File: src/hw/rtl/wtor_pkg.sv
// Shared types, constants and helper functions of the wavetable oscillator.
// No dependencies; imported by the top level, wtor_ctrl and wtor_scale.
`timescale 1ns / 1ps
`default_nettype none

package wtor_pkg;

	localparam int TABLE_DEPTH     = 1024;
	localparam int SAMPLE_WIDTH    = 16;
	localparam int PHASE_FRAC_BITS = 16;

	localparam int TBL_AW   = $clog2(TABLE_DEPTH);
	localparam int PHASE_W  = 26;
	localparam int AMP_W    = 16;
	localparam int SIZE_W   = 11;
	localparam int ENTRY_W  = 16;
	localparam int PROD_W   = ENTRY_W + AMP_W + 1;
	localparam int CFG_AW   = 3;
	localparam int CFG_DW   = 26;
	localparam int AMP_FRAC = 15;

	localparam logic [AMP_W-1:0] UNITY_AMP = AMP_W'(32768);

	// Input item kinds.
	localparam logic [1:0] FUNC_WRITE   = 2'd0;
	localparam logic [1:0] FUNC_TICK    = 2'd1;
	localparam logic [1:0] FUNC_RESTART = 2'd2;

	// Configuration register indexes.
	localparam logic [CFG_AW-1:0] REG_PHASE_INC   = 3'd0;
	localparam logic [CFG_AW-1:0] REG_TABLE_SIZE  = 3'd1;
	localparam logic [CFG_AW-1:0] REG_TARGET_AMP  = 3'd2;
	localparam logic [CFG_AW-1:0] REG_MUTE        = 3'd3;
	localparam logic [CFG_AW-1:0] REG_RAMP_STEP   = 3'd4;
	localparam logic [CFG_AW-1:0] REG_RIGHT_START = 3'd5;

	// Per-item read request from the control unit to the table pipeline.
	typedef struct packed {
		logic [TBL_AW-1:0] addr_l;
		logic [TBL_AW-1:0] addr_r;
		logic [AMP_W-1:0]  amp;
	} rd_req_t;

	// Floor of product / 2^15, clamped to the signed sample range.
	function automatic logic [SAMPLE_WIDTH-1:0] sat_sample(input logic signed [PROD_W-1:0] p);
		logic signed [PROD_W-AMP_FRAC-1:0] sh;
		logic signed [PROD_W-AMP_FRAC-1:0] hi;
		logic signed [PROD_W-AMP_FRAC-1:0] lo;
		sh = p[PROD_W-1:AMP_FRAC];
		hi = (PROD_W-AMP_FRAC)'((1 << (SAMPLE_WIDTH-1)) - 1);
		lo = -hi - 2'sd1;
		if (sh > hi) begin
			sat_sample = hi[SAMPLE_WIDTH-1:0];
		end else if (sh < lo) begin
			sat_sample = lo[SAMPLE_WIDTH-1:0];
		end else begin
			sat_sample = sh[SAMPLE_WIDTH-1:0];
		end
	endfunction

endpackage

`default_nettype wire

File: src/hw/rtl/wtor_ctrl.sv
// Configuration registers, channel phases and the amplitude ramp.
// Depends on wtor_pkg.
`timescale 1ns / 1ps
`default_nettype none

module wtor_ctrl
	import wtor_pkg::*;
(
	input  wire logic              clk,
	input  wire logic              arst_n,
	input  wire logic              cfg_we,
	input  wire logic [CFG_AW-1:0] cfg_addr,
	input  wire logic [CFG_DW-1:0] cfg_wdata,
	input  wire logic              accept,
	input  wire logic [1:0]        func,
	output      rd_req_t           req
);

	logic [PHASE_W-1:0] inc_q;
	logic [SIZE_W-1:0]  size_q;
	logic [AMP_W-1:0]   target_q;
	logic               mute_q;
	logic [AMP_W-1:0]   step_q;
	logic [PHASE_W-1:0] rstart_q;

	logic [PHASE_W-1:0] lph_q;
	logic [PHASE_W-1:0] rph_q;
	logic [AMP_W-1:0]   amp_q;

	logic [AMP_W-1:0]          tgt;
	logic [AMP_W:0]            up_sum;
	logic [AMP_W-1:0]          amp_up;
	logic [AMP_W-1:0]          amp_dn;
	logic [AMP_W-1:0]          amp_tick;
	logic [SIZE_W-1:0]         size_c;
	logic [SIZE_W+PHASE_FRAC_BITS-1:0] wrap;
	logic [PHASE_W-1:0]        lph_nx;
	logic [PHASE_W-1:0]        rph_nx;

	// One phase step with a single conditional wrap.
	function automatic logic [PHASE_W-1:0] advance(
		input logic [PHASE_W-1:0] ph,
		input logic [PHASE_W-1:0] inc,
		input logic [SIZE_W+PHASE_FRAC_BITS-1:0] w
	);
		logic [SIZE_W+PHASE_FRAC_BITS-1:0] p;
		p = (SIZE_W+PHASE_FRAC_BITS)'(ph) + (SIZE_W+PHASE_FRAC_BITS)'(inc);
		if (p >= w) begin
			p = p - w;
		end
		advance = p[PHASE_W-1:0];
	endfunction

	always_comb begin
		tgt      = (target_q > UNITY_AMP) ? UNITY_AMP : target_q;
		up_sum   = {1'b0, amp_q} + {1'b0, step_q};
		amp_up   = (up_sum <= {1'b0, tgt}) ? up_sum[AMP_W-1:0] : tgt;
		amp_dn   = (amp_q >= step_q) ? (amp_q - step_q) : '0;
		amp_tick = mute_q ? amp_dn : amp_up;

		if (size_q == '0) begin
			size_c = SIZE_W'(1);
		end else if (size_q > SIZE_W'(TABLE_DEPTH)) begin
			size_c = SIZE_W'(TABLE_DEPTH);
		end else begin
			size_c = size_q;
		end
		wrap   = {size_c, {PHASE_FRAC_BITS{1'b0}}};
		lph_nx = advance(lph_q, inc_q, wrap);
		rph_nx = advance(rph_q, inc_q, wrap);

		req.addr_l = lph_q[PHASE_FRAC_BITS+TBL_AW-1:PHASE_FRAC_BITS];
		req.addr_r = rph_q[PHASE_FRAC_BITS+TBL_AW-1:PHASE_FRAC_BITS];
		req.amp    = (func == FUNC_TICK) ? amp_tick : amp_q;
	end

	always_ff @(posedge clk or negedge arst_n) begin
		if (!arst_n) begin
			inc_q    <= PHASE_W'(65536);
			size_q   <= SIZE_W'(1024);
			target_q <= UNITY_AMP;
			mute_q   <= 1'b0;
			step_q   <= AMP_W'(33);
			rstart_q <= '0;
		end else if (cfg_we) begin
			case (cfg_addr)
				REG_PHASE_INC:   inc_q    <= cfg_wdata[PHASE_W-1:0];
				REG_TABLE_SIZE:  size_q   <= cfg_wdata[SIZE_W-1:0];
				REG_TARGET_AMP:  target_q <= cfg_wdata[AMP_W-1:0];
				REG_MUTE:        mute_q   <= cfg_wdata[0];
				REG_RAMP_STEP:   step_q   <= cfg_wdata[AMP_W-1:0];
				REG_RIGHT_START: rstart_q <= cfg_wdata[PHASE_W-1:0];
				default: ;
			endcase
		end
	end

	always_ff @(posedge clk or negedge arst_n) begin
		if (!arst_n) begin
			lph_q <= '0;
			rph_q <= '0;
			amp_q <= '0;
		end else if (accept) begin
			case (func)
				FUNC_TICK: begin
					amp_q <= amp_tick;
					lph_q <= lph_nx;
					rph_q <= rph_nx;
				end
				FUNC_RESTART: begin
					lph_q <= '0;
					rph_q <= rstart_q;
				end
				default: ;
			endcase
		end
	end

	// The ramp never leaves the unity range.
	a_amp_range: assert property (@(posedge clk) disable iff (!arst_n)
		amp_q <= UNITY_AMP)
		else $error("amplitude above unity");

	// A muted tick never raises the amplitude.
	a_mute_down: assert property (@(posedge clk) disable iff (!arst_n)
		accept && func == FUNC_TICK && mute_q |=> amp_q <= $past(amp_q))
		else $error("amplitude rose while muted");

	// A restart puts the left phase at zero and the right phase at its start value.
	a_restart: assert property (@(posedge clk) disable iff (!arst_n)
		accept && func == FUNC_RESTART |=> lph_q == '0 && rph_q == $past(rstart_q))
		else $error("restart did not reload the phases");

endmodule

`default_nettype wire

File: config.mk
export PLATFORM = sky130hd
export DESIGN_NAME = wtor_ctrl
export DESIGN_NICKNAME = d
export VERILOG_FILES = /design/src/hw/rtl/wtor_pkg.sv /design/src/hw/rtl/wtor_ctrl.sv
export SDC_FILE = /design/constraint.sdc
export NUM_CORES = 1
export LEC_CHECK = 0
export BUFFER_PORTS_ARGS = -buffer_cell sky130_fd_sc_hd__buf_2
export CAP_MARGIN = 25
export CORE_UTILIZATION = 57
export CTS_CLUSTER_SIZE = 12
export DETAILED_ROUTE_END_ITERATION = 8
export PLACE_DENSITY = 0.82
export RECOVER_POWER = 100
export SLEW_MARGIN = 5
export SYNTH_ARGS = -nofsm -noshare
export SYNTH_HDL_FRONTEND = slang
export SYNTH_SLANG_ARGS = --single-unit
File: constraint.sdc
create_clock -name clk -period 5.6 [get_ports clk]
set_input_delay 1.12 -clock clk [delete_from_list [all_inputs] [get_ports clk]]
set_output_delay 1.12 -clock clk [all_outputs]
set_load 0.01 [all_outputs]
==> results.txt <==
The sequential cell area came out at 4110 um2. The hold violation count in the final report came out at 0. The ratio of routed vias to standard cells is 6.31. In this run the power spent charging and discharging nets is 5.08 mW. The die extent in y is 151 um. For this run, the number of Yosys warnings is 0.

The count of input and output buffers came out at 70. The critical path endpoint category is a primary output. The post-DP HPWL came out at 26.3 mm. After synthesis the netlist holds a flip-flop and latch count of between 150 and 200.

The leakage component of the power is slightly below 7 nW. The commonest register cell after synthesis is sky130_fd_sc_hd__dfrtp_1. For this design, the sink count on the clock tree is 164. The critical path is of the reg2out type.

The remaining number of nets flagged by the antenna check after routing came out at 0. Setup repair after global routing could not meet its margin everywhere. The final estimated routing congestion in global placement came out at 0.934. In this run, placement finished with an instance count of 1,750. The ratio of cells with drive above 1 in the final layout is 0.220. The wire length on met3 is a little under 3 mm.

After synthesis the cells add up to 12,600 um2. The number of levels in the clock H-tree is 4. The chip width is ~150 um. The total global-route track usage came out at 0.328. The fraction of power spent switching nets is 0.468. Dividing the detail-routed wire length by the instance count gives a little over 20 um. The library cell used most frequently in the layout, excluding fill and tap cells, is sky130_fd_sc_hd__dfrtp_1. The highest fanout seen on the critical path came out at 4. At the later pin of the worst-skew pair, clock insertion delay measures 0.44 ns. The total power per unit cell area is 745 nW/um2. The total global routing overflow is 0.

The max-slew violation count came out at 304. The post-route non-filler standard cell count came out at 1,801. Setup violations remaining at the end of the flow were counted as 16. The largest buffer count on any clock path came out at 2.

The share of flip-flops with an asynchronous set or reset came out at 1.00. The number of synthesized flops with an enable pin came out at 0. The total wire length after detailed routing is 36.7 mm. The internal power of the cells totals 5.79 mW. Yosys attributes the largest share of cell area to sky130_fd_sc_hd__dfrtp_1, sky130_fd_sc_hd__ha_1, sky130_fd_sc_hd__mux2_2, sky130_fd_sc_hd__o21ai_0, sky130_fd_sc_hd__a21oi_1. Max-cap violations in this run came to 6. The post-synthesis sequential area ratio is 0.326.

The maximum number of pins on one net before global-route repair came out at 96. The share of total power dissipated in combinational logic is 0.716. The routed design uses 16.1 mm of met2 wire.

The die footprint came out at 22,700 um2. The checks that failed: max-capacitance violations, max-slew violations, negative setup slack. The proportion of netlist area held by the largest area contributor is 0.316. From synthesis to final layout, the design area changed by 15.9%. The flow ran to the end, but the final reports show violations. The first-pass iteration count of the detailed router came out at 8.

For this configuration, the core starts out at a cell density of 0.579. The residual DRC count is 0. In the final routing, the length of wire on met1 measures 16.4 mm. The final setup slack of the worst path came out at -0.539 ns.

The fill cell total of the finished layout is 1,692. The share of total power dissipated in sequential elements is 0.176. The number of rows created at floorplan is 54. The violation count after the first detailed-route iteration is around 1,000.

The wire length of the first global-routing pass came out at 56.9 mm. The end-of-flow core utilization came out at 0.671. The data arrival time of the worst path is 5.02 ns.

The slew at the pin closest to its max-slew limit came out at approximately 3.7 ns. The period utilization is 1.10. 71 I/O pins were placed. The path class of the tightest hold or removal check is reg2reg. When the netlist entered floorplanning its net count stood at 1,551. The layout net count is approximately 1,700. The topmost layer with routed signal wires is met4. A synthesized cell averages just over 9 um2. The data required time of the worst path came out at approximately 4.5 ns. The detailed-route via count came out at 11,400.

The peak supply drop came out at 0.343 mV. The time the final worst path needs with I/O delays and setup is between 6 and 7 ns. The relative slew slack came out at -1.48. The number of different library cells used by synthesis comes to between 80 and 90. The number of antenna violations at the first check in global routing came to 1.

The multi-input combinational cells in the finished layout cover a total of roughly 8200 um2. The synthesized design spends more area on one cell type than any other, namely sky130_fd_sc_hd__dfrtp_1. The share of total power dissipated in the clock network is 0.108. The number of CTS-inserted buffers came out at 17.

The region available for standard cell placement spans 21,800 um2. TritonCTS built the clock tree. In the layout the commonest cells are sky130_fd_sc_hd__dfrtp_1, sky130_fd_sc_hd__nand2_1, sky130_fd_sc_hd__ha_1. The synthesized instance count came out at 1,386.

The final clock skew came out at 0.00932 ns. The CTS root buffer is sky130_fd_sc_hd__clkbuf_16. STA classifies the critical path startpoint as a flop. The maximum frequency from static timing analysis came out at 163 MHz. The via count of the first global-routing pass is 10,800.

The clock input transition at the sequential cells of the worst setup and hold paths came out at about 0.07 ns.
-- registers in the layout, summed over array words and instances, names as in the netlist --
name / flops
size_q: 11
rstart_q: 26
inc_q: 26
target_q: 16
step_q: 16
mute_q: 1
lph_q: 26
amp_q: 16
rph_q: 26
-- cells in the mapped netlist (6+ instances only) --
library cell / instances
sky130_fd_sc_hd__or2_2: 11
sky130_fd_sc_hd__o21a_1: 13
sky130_fd_sc_hd__dfrtp_1: 159
sky130_fd_sc_hd__xnor2_1: 57
sky130_fd_sc_hd__and3_1: 8
sky130_fd_sc_hd__nand4_1: 15
sky130_fd_sc_hd__a211oi_1: 12
sky130_fd_sc_hd__inv_1: 73
sky130_fd_sc_hd__o21bai_1: 9
sky130_fd_sc_hd__nor3_1: 16
sky130_fd_sc_hd__nand2_1: 131
sky130_fd_sc_hd__and2_1: 11
sky130_fd_sc_hd__clkbuf_1: 43
sky130_fd_sc_hd__o21ai_0: 106
sky130_fd_sc_hd__buf_2: 7
sky130_fd_sc_hd__nor2b_1: 19
sky130_fd_sc_hd__o22a_1: 10
sky130_fd_sc_hd__buf_4: 20
sky130_fd_sc_hd__or3_1: 6
sky130_fd_sc_hd__a22o_1: 13
sky130_fd_sc_hd__nor4_1: 12
sky130_fd_sc_hd__ha_1: 124
sky130_fd_sc_hd__xor2_1: 16
sky130_fd_sc_hd__nand2b_1: 15
sky130_fd_sc_hd__mux2i_1: 27
sky130_fd_sc_hd__a21o_1: 34
sky130_fd_sc_hd__mux2_2: 84
sky130_fd_sc_hd__o31ai_1: 7
sky130_fd_sc_hd__fa_1: 6
sky130_fd_sc_hd__a21oi_1: 101
sky130_fd_sc_hd__nand3_1: 20
sky130_fd_sc_hd__o221ai_1: 9
sky130_fd_sc_hd__nor2_1: 78
sky130_fd_sc_hd__a31oi_1: 15
sky130_fd_sc_hd__o211ai_1: 10
-- kinds of logic (layout without fill, tap and decap cells) --
kind of cell | count (synthesis) | in the layout | synth area share
adders and majority gates | 130 | 130 | 0.133
buffers and inverters | 146 | 280 | 0.0507
other | 0 | 1 | 0
DFF | 164 | 164 | 0.326
xor gates and xnor gates | 73 | 73 | 0.0507
muxes | 112 | 112 | 0.0974
and+or+nand+nor | 362 | 362 | 0.138
AOI/OAI and AO/OA | 399 | 399 | 0.204
-- per-layer routing --
metal / track usage / up-vias
met1: 0.476 / 5514
met3: 0.0579 / 97
li1: - / 5244
met2: 0.480 / 512
met5: 0.0182 / -
met4: 0.130 / 0
-- power by group through the flow --
stage	Combinational [mW]	Sequential, mW	Clock [mW]
floorplan	5.06	1.80	0
global placement	6.65	1.89	0
detailed placement	6.84	1.91	0
CTS	7.29	1.90	1.18
global route	8.47	1.95	1.22
finish	7.79	1.91	1.17
-- final cells by class --
| type | count | area share |
|---|---|---|
| multi-input combinational | 1076 | 0.560 |
| tap | 280 | 0.0240 |
| antenna | 1 | 0.000171 |
| clock buffer | 20 | 0.0299 |
| sequential | 164 | 0.281 |
| clock inverter | 11 | 0.00908 |
| inverter | 74 | 0.0190 |
| timing repair buffer | 175 | 0.0768 |
-- worst max-delay path, stage by stage, from the launching register on --
cell	delay, ns
sky130_fd_sc_hd__dfstp_2	0.55
sky130_fd_sc_hd__ha_4	0.14
sky130_fd_sc_hd__fa_2	0.20
sky130_fd_sc_hd__nand2b_1	0.07
sky130_fd_sc_hd__a21oi_2	0.20
sky130_fd_sc_hd__o21ai_2	0.12
sky130_fd_sc_hd__a2111o_1	0.39
sky130_fd_sc_hd__a211o_1	0.35
sky130_fd_sc_hd__buf_6	0.14
sky130_fd_sc_hd__nand2_4	0.06
sky130_fd_sc_hd__xnor2_2	0.08
sky130_fd_sc_hd__ha_1	0.35
sky130_fd_sc_hd__buf_4	0.15
sky130_fd_sc_hd__a21oi_2	0.10
sky130_fd_sc_hd__nor2b_1	0.06
sky130_fd_sc_hd__o21ai_1	0.18
sky130_fd_sc_hd__a31oi_2	0.14
sky130_fd_sc_hd__a2111oi_4	0.19
sky130_fd_sc_hd__buf_4	0.20
sky130_fd_sc_hd__buf_4	0.11
sky130_fd_sc_hd__mux2_2	0.31
sky130_fd_sc_hd__o22a_1	0.19
sky130_fd_sc_hd__a21oi_1	0.12
sky130_fd_sc_hd__buf_2	0.15
-- what timing repair did --
| item | CTS | global route |
|---|---|---|
| hold buffers | 0 | 0 |
| setup buffers | 10 | 8 |
| pin swaps | 30 | 23 |
| gates cloned | 0 | 1 |
| gates resized for setup | 39 | 39 |
| setup endpoints to repair | 26 | 35 |
-- path summary, 6_finish.rpt --
kind | cells after the start | slack [ns] | to | startpoint
setup reg to reg | 21 | 0.08 | lph_q[22] | inc_q[0]
max in group asynchronous | 2 | 1.33 | rph_q[12] | arst_n
setup / recovery | 23 | -0.54 | req[1] | step_q[0]
hold / removal | 2 | 0.49 | rph_q[10] | rph_q[10]
min in group asynchronous | 1 | 1.40 | step_q[1] | arst_n
hold reg to reg | 2 | 0.49 | rph_q[10] | rph_q[10]
-- through the flow --
stage | TNS, ns | cell area, um2 | power (mW) | worst slack [ns] | hold WS [ns]
2_1_floorplan | 0 | 12600 | 6.86 | 0.0653 | 0.453
3_3_place_gp | -3.73 | 13600 | 8.54 | -0.298 | 0.465
3_5_place_dp | -7.28 | 13600 | 8.75 | -0.523 | 0.480
4_1_cts | -4.97 | 14400 | 10.4 | -0.394 | 0.495
5_1_grt | -10.04 | 14600 | 11.6 | -0.691 | 0.514
6_report | -7.05 | 14600 | 10.9 | -0.539 | 0.491
Note: power is estimated with default switching activity, not from simulation.
