--- config.mk ---
export PLATFORM = sky130hd
export DESIGN_NAME = wtor_scale
export DESIGN_NICKNAME = d
export VERILOG_FILES = /design/src/hw/rtl/wtor_pkg.sv /design/src/hw/rtl/wtor_scale.sv
export SDC_FILE = /design/constraint.sdc
export NUM_CORES = 1
export LEC_CHECK = 0
export BUFFER_PORTS_ARGS = -buffer_cell sky130_fd_sc_hd__buf_2
export CAP_MARGIN = 20
export CORE_UTILIZATION = 42
export DETAILED_ROUTE_END_ITERATION = 8
export MAX_ROUTING_LAYER = met4
export SYNTH_ARGS = -nofsm -noshare
export SYNTH_HDL_FRONTEND = slang
export SYNTH_SLANG_ARGS = --single-unit
export TNS_END_PERCENT = 30
--- constraint.sdc ---
create_clock -name clk -period 7.6 [get_ports clk]
set_input_delay 1.9 -clock clk [delete_from_list [all_inputs] [get_ports clk]]
set_output_delay 1.9 -clock clk [all_outputs]
set_load 0.05 [all_outputs]
--- src/hw/rtl/wtor_pkg.sv ---
// Shared types, constants and helper functions of the wavetable oscillator.
// No dependencies; imported by the top level, wtor_ctrl and wtor_scale.
`timescale 1ns / 1ps
`default_nettype none

package wtor_pkg;

	localparam int TABLE_DEPTH     = 1024;
	localparam int SAMPLE_WIDTH    = 16;
	localparam int PHASE_FRAC_BITS = 16;

	localparam int TBL_AW   = $clog2(TABLE_DEPTH);
	localparam int PHASE_W  = 26;
	localparam int AMP_W    = 16;
	localparam int SIZE_W   = 11;
	localparam int ENTRY_W  = 16;
	localparam int PROD_W   = ENTRY_W + AMP_W + 1;
	localparam int CFG_AW   = 3;
	localparam int CFG_DW   = 26;
	localparam int AMP_FRAC = 15;

	localparam logic [AMP_W-1:0] UNITY_AMP = AMP_W'(32768);

	// Input item kinds.
	localparam logic [1:0] FUNC_WRITE   = 2'd0;
	localparam logic [1:0] FUNC_TICK    = 2'd1;
	localparam logic [1:0] FUNC_RESTART = 2'd2;

	// Configuration register indexes.
	localparam logic [CFG_AW-1:0] REG_PHASE_INC   = 3'd0;
	localparam logic [CFG_AW-1:0] REG_TABLE_SIZE  = 3'd1;
	localparam logic [CFG_AW-1:0] REG_TARGET_AMP  = 3'd2;
	localparam logic [CFG_AW-1:0] REG_MUTE        = 3'd3;
	localparam logic [CFG_AW-1:0] REG_RAMP_STEP   = 3'd4;
	localparam logic [CFG_AW-1:0] REG_RIGHT_START = 3'd5;

	// Per-item read request from the control unit to the table pipeline.
	typedef struct packed {
		logic [TBL_AW-1:0] addr_l;
		logic [TBL_AW-1:0] addr_r;
		logic [AMP_W-1:0]  amp;
	} rd_req_t;

	// Floor of product / 2^15, clamped to the signed sample range.
	function automatic logic [SAMPLE_WIDTH-1:0] sat_sample(input logic signed [PROD_W-1:0] p);
		logic signed [PROD_W-AMP_FRAC-1:0] sh;
		logic signed [PROD_W-AMP_FRAC-1:0] hi;
		logic signed [PROD_W-AMP_FRAC-1:0] lo;
		sh = p[PROD_W-1:AMP_FRAC];
		hi = (PROD_W-AMP_FRAC)'((1 << (SAMPLE_WIDTH-1)) - 1);
		lo = -hi - 2'sd1;
		if (sh > hi) begin
			sat_sample = hi[SAMPLE_WIDTH-1:0];
		end else if (sh < lo) begin
			sat_sample = lo[SAMPLE_WIDTH-1:0];
		end else begin
			sat_sample = sh[SAMPLE_WIDTH-1:0];
		end
	endfunction

endpackage

`default_nettype wire

--- src/hw/rtl/wtor_scale.sv ---
// One channel's scaling multiplier: table entry times amplitude, registered.
// Depends on wtor_pkg.
`timescale 1ns / 1ps
`default_nettype none

module wtor_scale
	import wtor_pkg::*;
(
	input  wire logic                      clk,
	input  wire logic                      en,
	input  wire logic [ENTRY_W-1:0]        entry,
	input  wire logic [AMP_W-1:0]          amp,
	output      logic signed [PROD_W-1:0]  prod_s2
);

	logic signed [PROD_W-1:0] prod;

	assign prod = PROD_W'($signed(entry)) * $signed({1'b0, amp});

	always_ff @(posedge clk) begin
		if (en) begin
			prod_s2 <= prod;
		end
	end

endmodule

`default_nettype wire
==> results.md, run 1 <==
- Status: complete, no violations
- Drt total wl: 23.01 mm
- Synth top area cells: fa_1 (39%), ha_1 (15%), edfxtp_1 (9.9%)
- Top cell by count, worst path: fa_1
- Critical Path Start: amp[8]
- Antenna Diode Count: 0
- Routed wire per std cell: 15.86 um
- Final Instance Count excl. Fillers: 1451
- Total CTS buffers: 5
- Final #Nets: 1487
- Flop and latch count out of synthesis: 33
- Most frequent cell after synthesis: inv_1
- Yosys warning count: 0
- Sequential share of the synthesized area: 9.948%
- Worst Path Arrival: 7.31 ns
- Asr flop ratio synth: 0%
- Ports: 67
- Vias post-DR: 7331
- Critical path's largest stage delay: 0.60 ns
- Yosys cell types: 43
- GRT Overall Usage: 20.48%
- Count of flip-flops with a built-in enable after synthesis: 33
- Length of the first detailed-routing pass in iterations: 4
- Synth-to-Final Area Change: 8.805%
- Crit Path Max Fanout: 16
- Xor-xnor portion of the synthesized cell area: 2.638%
- Highest clock rate: 0.1372 GHz
- Die Ht: 156 um
- Yosys top cell by area: fa_1
- Buffers and inverters on the worst path: 4
- GPL Wtd Cong: 0.8972
- Via density: 5.052
- Antenna Nets Post-Route: 0
- Reg with most FFs: prod_s2
- Synth top area share: 38.99%
- Post-Syn Area: 0.009961 mm^2
- Htree depth: 2
- Worst Hold Class: primary input to flop
- Avg Cell Area, Syn: 9.206 um^2
- Reg clk slew, reported paths: 0.05 ns
- Simple-Gate Fraction of Synth Area: 15.48%
- RSZ-0062 raised after global routing: false
- Residual DRC count: 0
- Slew headroom: 51.49%
- DR iter-0 viols: 411
- Core Area: 0.02292 mm^2
- Max-Cap Viols: 0
- Max reg flops: 33
- Share of layout cells above drive strength 1: 9.315%
- Least-Margin Pin Slew: 0.7276 ns
- Antenna violations before repair: 0
- Number of global-route vias before repair: 7583
- Met1 Use GR: 25.47%
- Maximum clock insertion buffer count: 2
- Top cells by count, synth: inv_1 (258), fa_1 (194), nand2_1 (142)
- Filler instances: 2249
- Initial Util: 43.47%
- Clock Sinks: 33
- IO Port Bufs: 66
- First-pass GRT wire length: 37.53 mm
- Setup crit end kind: flop
- Die ar.: 0.02434 mm^2
- Fin crit share: 95.88%
- Crit path max-delay cell type: fa_1
- Grt total ovfl: 0
- CP Cell Sequence: buf_2 > nand2_1 > fa_1 > inv_1 > fa_1 > fa_1 > fa_1 > fa_1 > inv_1 > fa_1 > inv_1 > ha_1 > nand4_1 > nor4_1 > o2111ai_1 > o211ai_1 > nor2b_1 > nand4_1 > o311a_1
- Post-synthesis mux area share: 0%
- GR Layer Usage met2: 35.27%
- Req. time, crit path: 7.63 ns
- Final hold violations: 0
- Post-Place Cells: 1443
- Synth Area in Compound Gates: 5.992%
- DPL Wire Length: 19.41 mm
- Synthesized Nets: 1432
- Final Max Tran Viols: 0
- CTS Hold Buffers Added: 0
- Top cell family by delay on the critical path: adder cells
- Hold_sp: entry[0]
- Setup CP Type: primary input to flop
- M3 GR Usage: 2.194%
- # rows: 55
- Final period demand of the worst path: 7.287 ns
- Busiest grt layer: met2
- Final setup fails: 0
- Largest net degree at the start of global routing: 34
- TritonCTS clock tree: done
- Synth Area in Adders: 54.31%
- Nature of the critical path startpoint: primary input
- CTS Root Cell: clkbuf_16
- Top Registers: prod_s2 (33)
- Die Wd: 156 um
- Largest family of logic cells by synthesized area: adder cells
- Mapped Cells: 1082
- Primary FF master, synth: edfxtp_1
[kinds of logic after synthesis]
logic type               count (synthesis)
adder cells (fa/ha/maj)                316
AND/OR/NAND/NOR                        312
buffers and inverters                  303
AO/OA/AOI/OAI                           88
flip-flops                              33
XOR/XNOR                                30
[routing by layer]
layer	vias to the layer above	routed length, um
li1	3369	-
met1	3761	9754
met2	171	11870
met3	30	723
met4	0	660
met5	-	0
[per-stage QoR]
step	cell area (um^2)	utilization (%)	TNS, ns	worst slack (ns)	hold slack, ns
after floorplan	9961	-	0	0.4801	2.013
final	10840	47.29	0	0.3132	2.210
after global placement	10690	46.66	0	0.05512	2.439
after global routing	10840	47.29	0	0.01628	2.207
after CTS	10830	47.26	0	0.2552	2.206
after detailed placement	10690	46.66	-0.03564	-0.03564	2.439
[cells in the final DEF, fill, tap and decap left out, types with 4 or more instances in the layout]
master     instances
a21o_1             8
a21oi_1           24
a31oi_1            8
and2_1           117
buf_2             63
buf_4             26
clkbuf_16          5
edfxtp_1          33
fa_1             194
ha_1             122
inv_1            258
nand2_1          142
nand2b_1           9
nand3_1            5
nand4_1           10
nor2_1            18
nor2b_1            4
o211ai_1           5
o21ai_0           13
o21ai_1            4
o21bai_1           5
xnor2_1           17
xor2_1            13
[repair_timing]
action,4_1_cts,5_1_grt
setup buffers,0,0
resized for setup,0,3
setup endpoints to repair,0,1
[path summary, 6_finish.rpt]
| check | endpoint | depth (start not counted) |
|---|---|---|
| worst min-delay path | prod_s2[0] | 2 |
| worst max-delay path | prod_s2[31] | 19 |
[area by class of cell]
| class | count | area (um^2) | area share [%] |
|---|---|---|---|
| inverters | 259 | 972.2 | 8.970 |
| clock buffers | 6 | 128.9 | 1.189 |
| clock inverters | 2 | 10.01 | 0.09236 |
| multi-input cells | 746 | 7811 | 72.07 |
| repair buffers | 92 | 533.0 | 4.918 |
| well taps | 313 | 391.6 | 3.613 |
| flip-flops and latches | 33 | 991.0 | 9.143 |
Power of run 1 is not shown: default switching activity piles up to over one toggle a cycle in this logic, so the estimate is an artifact.
==> run 2, diff against run 1 <==
- CORE_ASPECT_RATIO: not set -> 0.7
- SETUP_SLACK_MARGIN: not set -> 0.15
==> run 2 against run 1 <==
Compared with the run above:
- critical path type unchanged
- global-route usage up 0.22 points
- first-iteration DRC count down 4.6%
- sequential share of layout area fell by 0.074 points
- final area increased by 0.82%
- hold slack worse by 0.0063 ns
- via count shrank 0.71%
- core utilization increased by 0.29 points
- critical endpoint unchanged
- flip-flop and latch count did not move
- die area barely moved
- non-clock buffer count up 3
==> results.md, run 2 (synthesized netlist as in run 1, its figures left out) <==
- Status: complete, no violations (unchanged)
- Worst Hold Class: primary input to flop (unchanged)
- Antenna Nets Post-Route: 0 (unchanged)
- Final Max Tran Viols: 0 (unchanged)
- Met2 WL: 10.55 mm (was 11.87 mm)
- Top Layer Used: met4 (unchanged)
- Final #Nets: 1490 (was 1487)
- Antenna violations before repair: 0 (unchanged)
- Least-Margin Pin Slew: 0.7380 ns (was 0.7276 ns)
- Die ar.: 0.02435 mm^2 (was 0.02434 mm^2)
- Core Area: 0.02296 mm^2 (was 0.02292 mm^2)
- Maximum clock insertion buffer count: 2 (unchanged)
- GPL Wtd Cong: 0.8781 (was 0.8972)
- Die Ht: 130.8 um (was 156 um)
- Via density: 5.010 (was 5.052)
- Number of global-route vias before repair: 7470 (was 7583)
- CTS Root Cell: clkbuf_16 (unchanged)
- WL met1: 11.05 mm (was 9.754 mm)
- Vias post-DR: 7279 (was 7331)
- Filler instances: 2262 (was 2249)
- Grt total ovfl: 0 (unchanged)
- Largest net degree at the start of global routing: 34 (unchanged)
- Req. time, crit path: 7.62 ns (was 7.63 ns)
- Slew headroom: 50.80% (was 51.49%)
- Nature of the critical path startpoint: primary input (unchanged)
- Reg clk slew, reported paths: 0.05 ns (about the same)
- Worst Path Arrival: 7.24 ns (was 7.31 ns)
- Total CTS buffers: 5 (unchanged)
- Length of the first detailed-routing pass in iterations: 4 (unchanged)
- Share of layout cells above drive strength 1: 9.816% (was 9.315%)
- RSZ-0062 raised after global routing: false (unchanged)
- Fin crit share: 94.99% (was 95.88%)
- Crit Path Max Fanout: 16 (unchanged)
- GRT Overall Usage: 20.70% (was 20.48%)
- Final Instance Count excl. Fillers: 1453 (was 1451)
- Final hold violations: 0 (unchanged)
- Post-Place Cells: 1443 (unchanged)
- Most common cell after layout, fill and taps aside: inv_1 (unchanged)
- Antenna Diode Count: 0 (unchanged)
- DR iter-0 viols: 392 (was 411)
- IO Port Bufs: 66 (unchanged)
- Drt total wl: 22.65 mm (was 23.01 mm)
- First-pass GRT wire length: 38.03 mm (was 37.53 mm)
- Htree depth: 2 (unchanged)
- Setup TNS: 0 ns (unchanged)
- Clock Sinks: 33 (unchanged)
- Setup CP Type: primary input to flop (unchanged)
- Synth-to-Final Area Change: 9.697% (was 8.805%)
- Routed wire per std cell: 15.59 um (was 15.86 um)
- Ports: 67 (unchanged)
- Initial Util: 43.37% (was 43.47%)
- Residual DRC count: 0 (unchanged)
- Die Wd: 186.1 um (was 156 um)
- Final core occ: 47.58% (was 47.29%)
- Reg with most FFs: prod_s2 (unchanged)
- Setup crit end kind: flop (unchanged)
- DPL Wire Length: 19.56 mm (was 19.41 mm)
- Final period demand of the worst path: 7.219 ns (was 7.287 ns)
- Met3 wire len: 931 um (was 723 um)
- Top Registers: prod_s2 (33) (unchanged)
- # rows: 46 (was 55)
- Most frequent cells in the layout: inv_1 (258), fa_1 (194), nand2_1 (142) (unchanged)
- Max reg flops: 33 (unchanged)
- Max-Cap Viols: 0 (unchanged)
- TritonCTS clock tree: done (unchanged)
- Final setup fails: 0 (unchanged)
- Highest clock rate: 0.1385 GHz (was 0.1372 GHz)
run 2: changes by cell type in the layout (fill, tap and decap cells not counted), moves of 2 or more:
| cell | change |
|---|---|
| clkinv_2 | -2 |
| ha_1 | -2 |
| buf_2 | -8 |
| clkbuf_4 | +8 |
| buf_4 | +3 |
run 2: stage by stage:
step                      setup WS, ns  cell area [um^2]  hold slack, ns
after floorplan                 0.4801              9961           2.013
final                           0.3808             10930           2.203
after CTS                       0.3609             10860           2.207
after global placement          0.1524             10700           2.443
after detailed placement       0.07183             10700           2.440
after global routing            0.1550             10930           2.224
run 2: area by class of cell:
class / instances / area, um^2 / area share (%)
Multi-Input combinational cell: 746 / 7835 / 71.71
Inverter: 259 / 972.2 / 8.897
Clock buffer: 6 / 128.9 / 1.179
Sequential cell: 33 / 991.0 / 9.069
Tap cell: 312 / 390.4 / 3.573
Clock inverter: 2 / 33.78 / 0.3092
Timing Repair Buffer: 95 / 575.6 / 5.267
run 2: what timing repair did:
| item | 4_1_cts | 5_1_grt |
|---|---|---|
| endpoints found under the setup margin | 0 | 3 |
| hold buffers | 0 | 0 |
| resized for setup | 0 | 16 |
| setup buffers | 0 | 2 |
run 2: worst max-delay path, cell delays in order:
cell,delay (ns)
clkbuf_4,0.22
and2_1,0.20
fa_1,0.55
inv_1,0.05
fa_1,0.47
fa_1,0.51
fa_1,0.55
inv_1,0.05
fa_1,0.49
fa_1,0.45
ha_1,0.41
o21ai_1,0.10
o211ai_1,0.25
a31oi_1,0.15
o211ai_1,0.37
nor2b_2,0.24
nand4_1,0.12
o311a_1,0.15
run 2: path summary, 6_finish.rpt:
kind / start / end / cells after the start
worst max-delay path: amp[7] / prod_s2[31] / 18
worst min-delay path: entry[0] / prod_s2[0] / 2
run 2: routing by layer:
metal	vias up	global-route usage, %
met5	-	-
met4	0	1.688
met3	10	2.079
met2	164	32.64
met1	3729	29.98
li1	3376	-
Power of run 2 is left out for the same reason.
==> run 3, diff against run 2 <==
- REMOVE_ABC_BUFFERS: not set -> 1
==> run 3 against run 2 <==
Compared with the run above:
- first-iteration DRC count decreased by 6.9%
- final area about the same
- highest routed layer unchanged
- global-route usage up 0.21 points
- critical path depth up 2
- final cell count is 0.34% higher
- critical path type unchanged
==> results.md, run 3 (synthesized netlist as in run 1, its figures left out) <==
- IO Port Bufs: 66 (unchanged)
- Routed wire per std cell: 15.91 um (was 15.59 um)
- Core Area: 0.02296 mm^2 (unchanged)
- Final period demand of the worst path: 7.234 ns (was 7.219 ns)
- DR iter-0 viols: 365 (was 392)
- Maximum clock insertion buffer count: 2 (unchanged)
- GRT Overall Usage: 20.90% (was 20.70%)
- Die Ht: 130.8 um (unchanged)
- Most common cell after layout, fill and taps aside: inv_1 (unchanged)
- Via density: 5.016 (was 5.010)
- Final #Nets: 1496 (was 1490)
- Final setup fails: 0 (unchanged)
- Antenna Diode Count: 0 (unchanged)
- Initial Util: 43.37% (unchanged)
- Share of layout cells above drive strength 1: 10.21% (was 9.816%)
- TritonCTS clock tree: done (unchanged)
- Setup crit end kind: flop (unchanged)
- Worst Path Arrival: 7.26 ns (was 7.24 ns)
- Least-Margin Pin Slew: 0.8047 ns (was 0.7380 ns)
- Crit Path Max Fanout: 16 (unchanged)
- Top cell family by delay on the critical path: adder cells (unchanged)
- Area of the multi-input gates: 0.007821 mm^2 (was 0.007835 mm^2)
- Residual DRC count: 0 (unchanged)
- Hold_ws: 2.160 ns (was 2.203 ns)
- Final hold violations: 0 (unchanged)
- CP Cell Sequence: buf_2 > nand2_1 > fa_1 > inv_1 > fa_1 > fa_1 > fa_1 > fa_1 > inv_1 > fa_1 > inv_1 > ha_1 > nand4_1 > nor4_1 > o2111ai_1 > o211ai_1 > buf_4 > nor2b_1 > nand4_1 > o311a_1 (was clkbuf_4 > and2_1 > fa_1 > inv_1 > fa_1 > fa_1 > fa_1 > inv_1 > fa_1 > fa_1 > ha_1 > o21ai_1 > o211ai_1 > a31oi_1 > o211ai_1 > nor2b_2 > nand4_1 > o311a_1)
- Reg with most FFs: prod_s2 (unchanged)
- First-pass GRT wire length: 38.13 mm (was 38.03 mm)
- CTS Root Cell: clkbuf_16 (unchanged)
- Htree depth: 2 (unchanged)
- Clock Sinks: 33 (unchanged)
- Top cell by count, worst path: fa_1 (unchanged)
- Worst Hold Class: primary input to flop (unchanged)
- Final Max Tran Viols: 0 (unchanged)
- GPL Wtd Cong: 0.9099 (was 0.8781)
- Number of global-route vias before repair: 7481 (was 7470)
- Die Wd: 186.1 um (unchanged)
- Critical path's largest stage delay: 0.59 ns (was 0.55 ns)
- Grt total ovfl: 0 (unchanged)
- Synth-to-Final Area Change: 9.647% (was 9.697%)
- Largest net degree at the start of global routing: 34 (unchanged)
- Buffers and inverters on the worst path: 5 (was 3)
- DPL Wire Length: 19.61 mm (was 19.56 mm)
- RSZ-0062 raised after global routing: true (was false)
- Highest clock rate: 0.1382 GHz (was 0.1385 GHz)
- Total CTS buffers: 5 (unchanged)
- Antenna violations before repair: 0 (unchanged)
- Reg area: 991.0 um^2 (unchanged)
- Reg clk slew, reported paths: 0.06 ns (was 0.05 ns)
- Filler instances: 2231 (was 2262)
- Die ar.: 0.02435 mm^2 (unchanged)
- Req. time, crit path: 7.63 ns (was 7.62 ns)
- Nature of the critical path startpoint: primary input (unchanged)
- Ports: 67 (unchanged)
- Antenna Nets Post-Route: 0 (unchanged)
- Status: complete, no violations (unchanged)
- Max reg flops: 33 (unchanged)
- Max-Cap Viols: 0 (unchanged)
- Crit path max-delay cell type: fa_1 (unchanged)
- Top Registers: prod_s2 (33) (unchanged)
- Setup TNS: 0 ns (unchanged)
- Slew headroom: 46.35% (was 50.80%)
- # rows: 46 (unchanged)
- Fin crit share: 95.18% (was 94.99%)
- Vias post-DR: 7314 (was 7279)
- Setup CP Type: primary input to flop (unchanged)
- Length of the first detailed-routing pass in iterations: 5 (was 4)
- Most frequent cells in the layout: inv_1 (258), fa_1 (194), nand2_1 (142) (unchanged)
- Drt total wl: 23.19 mm (was 22.65 mm)
==> run 3: metal layers <==
layer / part of all wire (%) / track usage [%]
met2: 46 / 33.43
met1: 49 / 29.51
met5: 0 / -
met4: 0.50 / 1.977
met3: 4.7 / 2.550
==> run 3: area by class of cell <==
| class | count | share of cell area, % |
|---|---|---|
| Tap cell | 312 | 3.574 |
| Inverter | 259 | 8.901 |
| Timing Repair Buffer | 101 | 5.591 |
| Multi-Input combinational cell | 746 | 71.61 |
| Clock buffer | 5 | 1.146 |
| Clock inverter | 2 | 0.1031 |
| Sequential cell | 33 | 9.073 |
==> run 3: final timing paths <==
| path | start | to | slack (ns) | cells past startpoint |
|---|---|---|---|---|
| min | entry[0] | prod_s2[0] | 2.16 | 2 |
| max | entry[11] | prod_s2[31] | 0.37 | 20 |
==> run 3: what timing repair did <==
action,in CTS,in global routing
gates resized for setup,0,10
hold buffers,0,0
setup buffers,0,1
endpoints found under the setup margin,0,5
==> run 3: stage by stage <==
step / worst slack [ns] / utilization, % / instances / cell area (um^2)
2_1_floorplan: 0.6850 / - / 1038 / 9774
3_3_place_gp: 0.09616 / 46.81 / 1450 / 10750
3_5_place_dp: 0.07058 / 46.81 / 1450 / 10750
4_1_cts: 0.2983 / 47.41 / 1457 / 10890
5_1_grt: 0.1412 / 47.56 / 1458 / 10920
6_report: 0.3660 / 47.56 / 1458 / 10920
Power of run 3 is left out for the same reason.
